File: config.mk
export PLATFORM = sky130hd
export DESIGN_NAME = checksum_frame_receiver
export DESIGN_NICKNAME = d
export VERILOG_FILES = /design/src/rtl/cfr_pkg.sv /design/src/rtl/checksum_frame_receiver.sv /design/src/rtl/cfr_parser.sv /design/src/rtl/cfr_holder.sv
export VERILOG_INCLUDE_DIRS = /design/src /design/src/rtl
export SDC_FILE = /design/constraint.sdc
export NUM_CORES = 1
export LEC_CHECK = 0
export BUFFER_PORTS_ARGS = -buffer_cell sky130_fd_sc_hd__buf_2
export CAP_MARGIN = 0
export CELL_PAD_IN_SITES_DETAIL_PLACEMENT = 0
export CELL_PAD_IN_SITES_GLOBAL_PLACEMENT = 1
export CORE_ASPECT_RATIO = 0.8
export CORE_MARGIN = 1.5
export CORE_UTILIZATION = 42
export CTS_BUF_LIST = sky130_fd_sc_hd__clkbuf_4 sky130_fd_sc_hd__clkbuf_8 sky130_fd_sc_hd__clkbuf_16
export CTS_CLUSTER_SIZE = 20
export DETAILED_ROUTE_END_ITERATION = 8
export PLACE_DENSITY = 0.76
export SLEW_MARGIN = 20
export SYNTH_ARGS = -nofsm -noshare
export SYNTH_HDL_FRONTEND = slang
export SYNTH_SLANG_ARGS = --single-unit
File: constraint.sdc
create_clock -name clk_i -period 3.16 [get_ports clk_i]
set_clock_uncertainty 0.2 [all_clocks]
set_input_delay 0.474 -clock clk_i [delete_from_list [all_inputs] [get_ports clk_i]]
set_output_delay 0.474 -clock clk_i [all_outputs]
set_load 0.03 [all_outputs]
File: src/rtl/checksum_frame_receiver_defines.svh
// ----------------------------------------------------------------------------
// Checksum frame receiver assertion macros
// Shared concurrent assertion wrappers for the RTL files.
// ----------------------------------------------------------------------------
`ifndef CHECKSUM_FRAME_RECEIVER_DEFINES_SVH
`define CHECKSUM_FRAME_RECEIVER_DEFINES_SVH

// Generic form: explicit clock and active-low reset.
`define CFR_ASSERT_CR(lbl, clk, rstn, prop, msg) \
  lbl: assert property (@(posedge clk) disable iff (!rstn) (prop)) else $error(msg);

// Common form: uses the clk_i / rst_ni ports of the enclosing module.
`define CFR_ASSERT(lbl, prop, msg) \
  `CFR_ASSERT_CR(lbl, clk_i, rst_ni, prop, msg)

`endif

File: src/rtl/cfr_pkg.sv
// ----------------------------------------------------------------------------
// cfr_pkg
// Types and constants shared by the checksum frame receiver modules.
// ----------------------------------------------------------------------------
package cfr_pkg;

  localparam int MAX_FRAME_BYTES = 4;
  localparam int POS_W           = 2;
  localparam int CFG_IDX_W       = 1;
  localparam int CFG_DATA_W      = 16;

  localparam logic [7:0]  HEADER_RESET  = 8'h98;
  localparam logic [15:0] TIMEOUT_RESET = 16'd15;
  localparam logic [15:0] AGE_MAX       = 16'hFFFF;

  // command field codes
  localparam logic CMD_BYTE = 1'b0;
  localparam logic CMD_TICK = 1'b1;

  // configuration register indexes
  localparam logic [CFG_IDX_W-1:0] CFG_HEADER  = 1'b0;
  localparam logic [CFG_IDX_W-1:0] CFG_TIMEOUT = 1'b1;

  typedef enum logic [1:0] {
    PH_HUNT,
    PH_PAYLOAD,
    PH_CHECK
  } phase_e;

  typedef logic [MAX_FRAME_BYTES-1:0][7:0] payload_t;

  // frame completion status from the parser
  typedef struct packed {
    logic ok;
    logic bad;
  } commit_t;

endpackage

File: src/rtl/checksum_frame_receiver.sv
// ----------------------------------------------------------------------------
// checksum_frame_receiver
// Byte-stream frame receiver: a header byte, FRAME_BYTES payload bytes and a
// mod-256 sum byte. A good frame becomes the held data and clears the age
// counter; millisecond ticks age the held data until it times out and reads
// as zero with data_valid low. Each input transaction yields one result
// transaction carrying the held data and the frame_ok / frame_bad pulses.
// Throughput is one transaction per clock: the parser and age logic update in
// the accepting cycle and the result is registered, so it is offered on the
// next cycle. A new input is taken whenever the result register is empty or
// is being drained in the same cycle.
// ----------------------------------------------------------------------------
`include "checksum_frame_receiver_defines.svh"

module checksum_frame_receiver
  import cfr_pkg::*;
#(
  parameter int FRAME_BYTES = 4
) (
  input  logic                  clk_i,
  input  logic                  rst_ni,
  input  logic                  cfg_we_i,
  input  logic [CFG_IDX_W-1:0]  cfg_idx_i,
  input  logic [CFG_DATA_W-1:0] cfg_wdata_i,
  input  logic                  in_valid_i,
  output logic                  in_ready_o,
  input  logic                  command_i,
  input  logic [7:0]            rx_byte_i,
  output logic                  out_valid_o,
  input  logic                  out_ready_i,
  output logic [7:0]            data0_o,
  output logic [7:0]            data1_o,
  output logic [7:0]            data2_o,
  output logic [7:0]            data3_o,
  output logic                  data_valid_o,
  output logic                  frame_ok_o,
  output logic                  frame_bad_o
);

  logic [7:0]  header_q;
  logic [15:0] timeout_q;
  logic        step;
  commit_t     commit;
  commit_t     status_q;
  payload_t    pending;
  payload_t    held;
  logic        held_valid;
  logic        out_valid_q;

  always_ff @(posedge clk_i or negedge rst_ni) begin
    if (!rst_ni) begin
      header_q  <= HEADER_RESET;
      timeout_q <= TIMEOUT_RESET;
    end else if (cfg_we_i) begin
      unique case (cfg_idx_i)
        CFG_HEADER:  header_q  <= cfg_wdata_i[7:0];
        CFG_TIMEOUT: timeout_q <= cfg_wdata_i[15:0];
      endcase
    end
  end

  assign in_ready_o = !out_valid_q || out_ready_i;
  assign step       = in_valid_i && in_ready_o;

  cfr_parser #(
    .FRAME_BYTES(FRAME_BYTES)
  ) u_parser (
    .clk_i     (clk_i),
    .rst_ni    (rst_ni),
    .step_i    (step),
    .command_i (command_i),
    .rx_byte_i (rx_byte_i),
    .header_i  (header_q),
    .commit_o  (commit),
    .pending_o (pending)
  );

  cfr_holder #(
    .FRAME_BYTES(FRAME_BYTES)
  ) u_holder (
    .clk_i     (clk_i),
    .rst_ni    (rst_ni),
    .step_i    (step),
    .command_i (command_i),
    .commit_i  (commit),
    .pending_i (pending),
    .timeout_i (timeout_q),
    .held_o    (held),
    .valid_o   (held_valid)
  );

  // result register; held data is stable while a result waits
  always_ff @(posedge clk_i or negedge rst_ni) begin
    if (!rst_ni) begin
      out_valid_q <= 1'b0;
      status_q    <= '0;
    end else if (step) begin
      out_valid_q <= 1'b1;
      status_q    <= commit;
    end else if (out_ready_i) begin
      out_valid_q <= 1'b0;
    end
  end

  assign out_valid_o  = out_valid_q;
  assign data0_o      = held[0];
  assign data1_o      = held[1];
  assign data2_o      = held[2];
  assign data3_o      = held[3];
  assign data_valid_o = held_valid;
  assign frame_ok_o   = status_q.ok;
  assign frame_bad_o  = status_q.bad;

  `CFR_ASSERT(a_pulse_excl, !(status_q.ok && status_q.bad),
              "top: frame_ok and frame_bad together")
  `CFR_ASSERT(a_ok_valid, (out_valid_q && status_q.ok) |-> held_valid,
              "top: good frame reported without valid data")
  `CFR_ASSERT(a_ready_free, !out_valid_q |-> in_ready_o,
              "top: input stalled with empty result register")

endmodule

File: src/rtl/cfr_parser.sv
// ----------------------------------------------------------------------------
// cfr_parser
// Frame parser: header hunt, payload capture, running sum, checksum compare.
// ----------------------------------------------------------------------------
`include "checksum_frame_receiver_defines.svh"

module cfr_parser
  import cfr_pkg::*;
#(
  parameter int FRAME_BYTES = 4
) (
  input  logic       clk_i,
  input  logic       rst_ni,
  input  logic       step_i,
  input  logic       command_i,
  input  logic [7:0] rx_byte_i,
  input  logic [7:0] header_i,
  output commit_t    commit_o,
  output payload_t   pending_o
);

  localparam logic [POS_W-1:0] LastPos = POS_W'(FRAME_BYTES - 1);

  phase_e             phase_q, phase_d;
  logic [POS_W-1:0]   pos_q, pos_d;
  logic [7:0]         sum_q, sum_d;
  logic               pend_we;
  payload_t           pend_q;

  always_ff @(posedge clk_i or negedge rst_ni) begin
    if (!rst_ni) begin
      phase_q <= PH_HUNT;
      pos_q   <= '0;
      sum_q   <= '0;
    end else begin
      phase_q <= phase_d;
      pos_q   <= pos_d;
      sum_q   <= sum_d;
    end
  end

  always_comb begin
    phase_d  = phase_q;
    pos_d    = pos_q;
    sum_d    = sum_q;
    pend_we  = 1'b0;
    commit_o = '0;
    if (step_i && (command_i == CMD_BYTE)) begin
      unique case (phase_q)
        PH_HUNT: begin
          if (rx_byte_i == header_i) begin
            phase_d = PH_PAYLOAD;
            pos_d   = '0;
            sum_d   = '0;
          end
        end
        PH_PAYLOAD: begin
          pend_we = 1'b1;
          sum_d   = sum_q + rx_byte_i;
          if (pos_q == LastPos) begin
            phase_d = PH_CHECK;
            pos_d   = '0;
          end else begin
            pos_d = pos_q + 1'b1;
          end
        end
        PH_CHECK: begin
          commit_o.ok  = (rx_byte_i == sum_q);
          commit_o.bad = (rx_byte_i != sum_q);
          phase_d      = PH_HUNT;
          pos_d        = '0;
          sum_d        = '0;
        end
        default: begin
          phase_d = PH_HUNT;
          pos_d   = '0;
          sum_d   = '0;
        end
      endcase
    end
  end

  // pending payload: written before read, no reset
  always_ff @(posedge clk_i) begin
    if (pend_we) begin
      pend_q[pos_q] <= rx_byte_i;
    end
  end

  assign pending_o = pend_q;

  `CFR_ASSERT(a_hunt_clean, (phase_q == PH_HUNT) |-> (pos_q == '0 && sum_q == '0),
              "parser: stale position or sum while hunting")
  `CFR_ASSERT(a_check_pos, (phase_q == PH_CHECK) |-> (pos_q == '0),
              "parser: position not cleared at checksum byte")
  `CFR_ASSERT(a_commit_src, (commit_o.ok || commit_o.bad) |->
              (phase_q == PH_CHECK && step_i && command_i == CMD_BYTE),
              "parser: frame status outside checksum byte")

endmodule

File: src/rtl/cfr_holder.sv
// ----------------------------------------------------------------------------
// cfr_holder
// Held payload, valid flag and saturating age counter with timeout.
// ----------------------------------------------------------------------------
`include "checksum_frame_receiver_defines.svh"

module cfr_holder
  import cfr_pkg::*;
#(
  parameter int FRAME_BYTES = 4
) (
  input  logic        clk_i,
  input  logic        rst_ni,
  input  logic        step_i,
  input  logic        command_i,
  input  commit_t     commit_i,
  input  payload_t    pending_i,
  input  logic [15:0] timeout_i,
  output payload_t    held_o,
  output logic        valid_o
);

  payload_t    held_q, held_d;
  logic        valid_q, valid_d;
  logic [15:0] age_q, age_d;
  logic        tick;

  assign tick = step_i && (command_i == CMD_TICK);

  always_comb begin
    held_d  = held_q;
    valid_d = valid_q;
    age_d   = age_q;
    if (tick) begin
      age_d = (age_q == AGE_MAX) ? age_q : age_q + 16'd1;
      if (age_d > timeout_i) begin
        held_d  = '0;
        valid_d = 1'b0;
      end
    end else if (step_i && commit_i.ok) begin
      // bytes beyond a short frame are never loaded
      for (int i = 0; i < MAX_FRAME_BYTES; i++) begin
        if (i < FRAME_BYTES) begin
          held_d[i] = pending_i[i];
        end
      end
      valid_d = 1'b1;
      age_d   = '0;
    end
  end

  always_ff @(posedge clk_i or negedge rst_ni) begin
    if (!rst_ni) begin
      held_q  <= '0;
      valid_q <= 1'b0;
      age_q   <= AGE_MAX;
    end else begin
      held_q  <= held_d;
      valid_q <= valid_d;
      age_q   <= age_d;
    end
  end

  assign held_o  = held_q;
  assign valid_o = valid_q;

  `CFR_ASSERT(a_stale_zero, !valid_q |-> (held_q == '0),
              "holder: stale payload not cleared")
  `CFR_ASSERT(a_good_frame, (step_i && command_i == CMD_BYTE && commit_i.ok) |=>
              (valid_q && age_q == '0), "holder: good frame not taken")
  `CFR_ASSERT(a_age_sat, (tick && age_q == AGE_MAX) |=> (age_q == AGE_MAX),
              "holder: age counter wrapped")

endmodule

==> reports/metrics.csv <==
metric;value;unit
synthCells;533;
cts-root-buf;clkbuf_16;
yosys-top-cells-area;dfrtp_1 28%, edfxtp_1 16%, dfstp_2 10%, ha_1 6.0%, nand2_1 5.4%;
syn_area_per_cell;11.03;µm²
yosysWarnings;0;
die_w;135.3;µm
status;complete, but fails checks;
cts_made_buffers;17;
seq_power_share;0.394;
gp_congestion;0.9137;
switchingPower;1.371;mW
combPwrFrac;0.202;
p_clk_frac;0.404;
hold_viol;0;
wl;15230;µm
syn_to_final_growth;33.65;%
synth_area;0.005878;mm²
violations;negative setup slack;
final_antenna_net_count;0;
synth.most_common_cell;nand2_1;
crit_required;3.31;ns
powerDensity;613.6;mW/mm²
synth_area_leader_cell;dfrtp_1;
synthTopCellsByCount;85 x nand2_1, 65 x dfrtp_1, 48 x a21oi_1;
async_flop_share;0.7333;
dr.pass1.iters;5;
worstMarginPinSlew;0.7730;ns
post-route-util;0.5778;
end_kind;flop;
slew_headroom;0.4847;
p_int;3.450;mW
finalCriticalPeriod;3.358;ns
clock_latency;0.42;ns
power_leakage;3.446;nW
cts-htree-levels;4;
rsz0062_at_grt;yes;
drc;0;
ys.flop_type;dfrtp_1;
clkTransAtPathRegs;0.06;ns
io_pins;68;
period_share;1.063;
finalNetCount;721;
hpwl;9737;µm
max_cap_viol_count;0;
grt_pass1_vias;4341;
grt_max_degree;80;
track_usage;0.2093;
synth_edf_count;32;
rows;38;
p_sw_frac;0.2843;
antenna_cells;0;
initialDrtViolationCount;389;
wire_per_inst;17.83;µm
cp.arrival;3.50;ns
seq_area_frac_synth;0.5430;
grt_overflow;0;
slew_viol_final;0;
fin_ws;-0.1985;ns
setup_violations;33;
antenna_found_initial;0;
clock_sinks;120;
worstHoldPathType;primary input to flop;
startpoint_type;flop;
die_area;0.01472;mm²
grt_pass1_wl;22890;µm
port_buffers;67;
cts_tree;yes;
start_util;0.4323;
ir_drop;0.4339;mV
viasPerCell;5.466;
cts_buffer_depth;2;
ys_ff_latch;120;
layout-drive-gt1-share;0.4258;
core;0.01360;mm²
synth_fp_nets;593;
vias;4668;
fmax;297.8;MHz
criticalPathCategory;flop to flop;
synth_top_area_share;0.2767;
hold_ws;0.08300;ns
synth.distinct_cells;58;
die_y;108.8;µm
worstPathMaxFanout;8;
## through the flow
step                      cells  instance area, µm²  setup WS, ns  power [mW]  TNS, ns
after detailed placement    803                6696       -0.1592       2.798   -4.722
after global placement      803                6696      -0.05324       2.766   -1.556
after CTS                   840                7456      -0.04151       4.783  -0.8054
after floorplan             533                5943      -0.01837       2.528  -0.1837
after global routing        854                7856       -0.2903       5.046   -8.672
final                       854                7856       -0.1985       4.820   -5.493
## worst max-delay path, stage by stage, from the launching register on
cell and delay (ns):
dfstp_2 0.53, buf_4 0.10, nand4_1 0.16, buf_4 0.20, o2111ai_4 0.22, nor2_2 0.07
xor2_1 0.16, ha_1 0.30, nand4_1 0.19, buf_4 0.21, nor4_2 0.27, nor2_1 0.08
o31a_1 0.13, buf_6 0.16, clkbuf_16 0.18, a21oi_2 0.11
## routing by layer
layer / vias to the layer above / GRT usage / routed length [µm]
met2: 149 / 0.3043 / 6846
met1: 2304 / 0.3007 / 7047
li1: 2186 / - / -
met4: 0 / 0.08295 / 320
met3: 29 / 0.05160 / 1015
met5: - / 0 / 0
## final cells by class
cell class / instances / area (µm²)
tap: 180 / 225.2
inverter: 18 / 67.56
fill: 1161 / 5742
clock buffer: 20 / 460.4
timing repair buffer: 134 / 940.9
clock inverter: 12 / 138.9
sequential: 120 / 3192
multi-input combinational: 370 / 2831
## cell usage in the layout (no fill, tap or decap), types with 17 or more instances in the layout
cell type	instances
nand2_1	82
a21oi_1	18
ha_1	25
dfrtp_1	65
o21ai_0	17
buf_4	55
mux2_2	27
dfstp_2	23
buf_2	66
inv_1	18
edfxtp_1	32
clkbuf_16	19
a21oi_2	29
## registers in the layout (all words and copies together) (netlist names), 2 cells and up
register,flops
u_parser.sum_q,8
timeout_q,16
u_holder.held_o,32
u_parser.pending_o,32
u_parser.phase_q,2
header_q,8
u_holder.age_q,16
u_parser.pos_q,2
## worst paths after layout
path / start / end / slack (ns) / cells past startpoint
max in group asynchronous: rst_ni / u_holder.age_q[12] / 1.55 / 3
hold / removal: cfg_wdata_i[8] / timeout_q[8] / 0.08 / 2
setup / recovery: u_holder.age_q[9] / u_holder.held_o[4] / -0.20 / 15
hold reg to reg: u_holder.valid_o / u_holder.valid_o / 0.28 / 2
min in group asynchronous: rst_ni / timeout_q[8] / 0.42 / 2
setup reg to reg: u_holder.age_q[9] / u_holder.held_o[4] / -0.20 / 15
## what timing repair did
action | 4_1_cts | 5_1_grt
hold buffers | 0 | 1
endpoints found under the setup margin | 33 | 33
pin swaps | 12 | 19
cloned | 1 | 2
setup buffers | 4 | 11
gates resized for setup | 23 | 53
endpoints found under the hold margin | 0 | 65
## kinds of logic (layout without fill, tap and decap cells)
group                    after synthesis  after routing  synth area share
AND/OR/NAND/NOR                      171            171            0.1381
adder cells (fa/ha/maj)               29             29           0.06301
multiplexers                          27             27           0.05172
AO/OA/AOI/OAI                        119            119            0.1326
buffers and inverters                 43            184           0.03576
XOR/XNOR                              24             24           0.03576
flip-flops                           120            120            0.5430
## power groups by stage
stage                     clock [mW]  sequential (mW)  combinational [mW]
final                           1.95             1.90               0.976
after global routing            2.05             1.92                1.08
after CTS                       1.97             1.89               0.923
after detailed placement           0             1.91               0.887
after global placement             0             1.90               0.862
after floorplan                    0             1.88               0.646
Power figures use the tool's default switching activity.
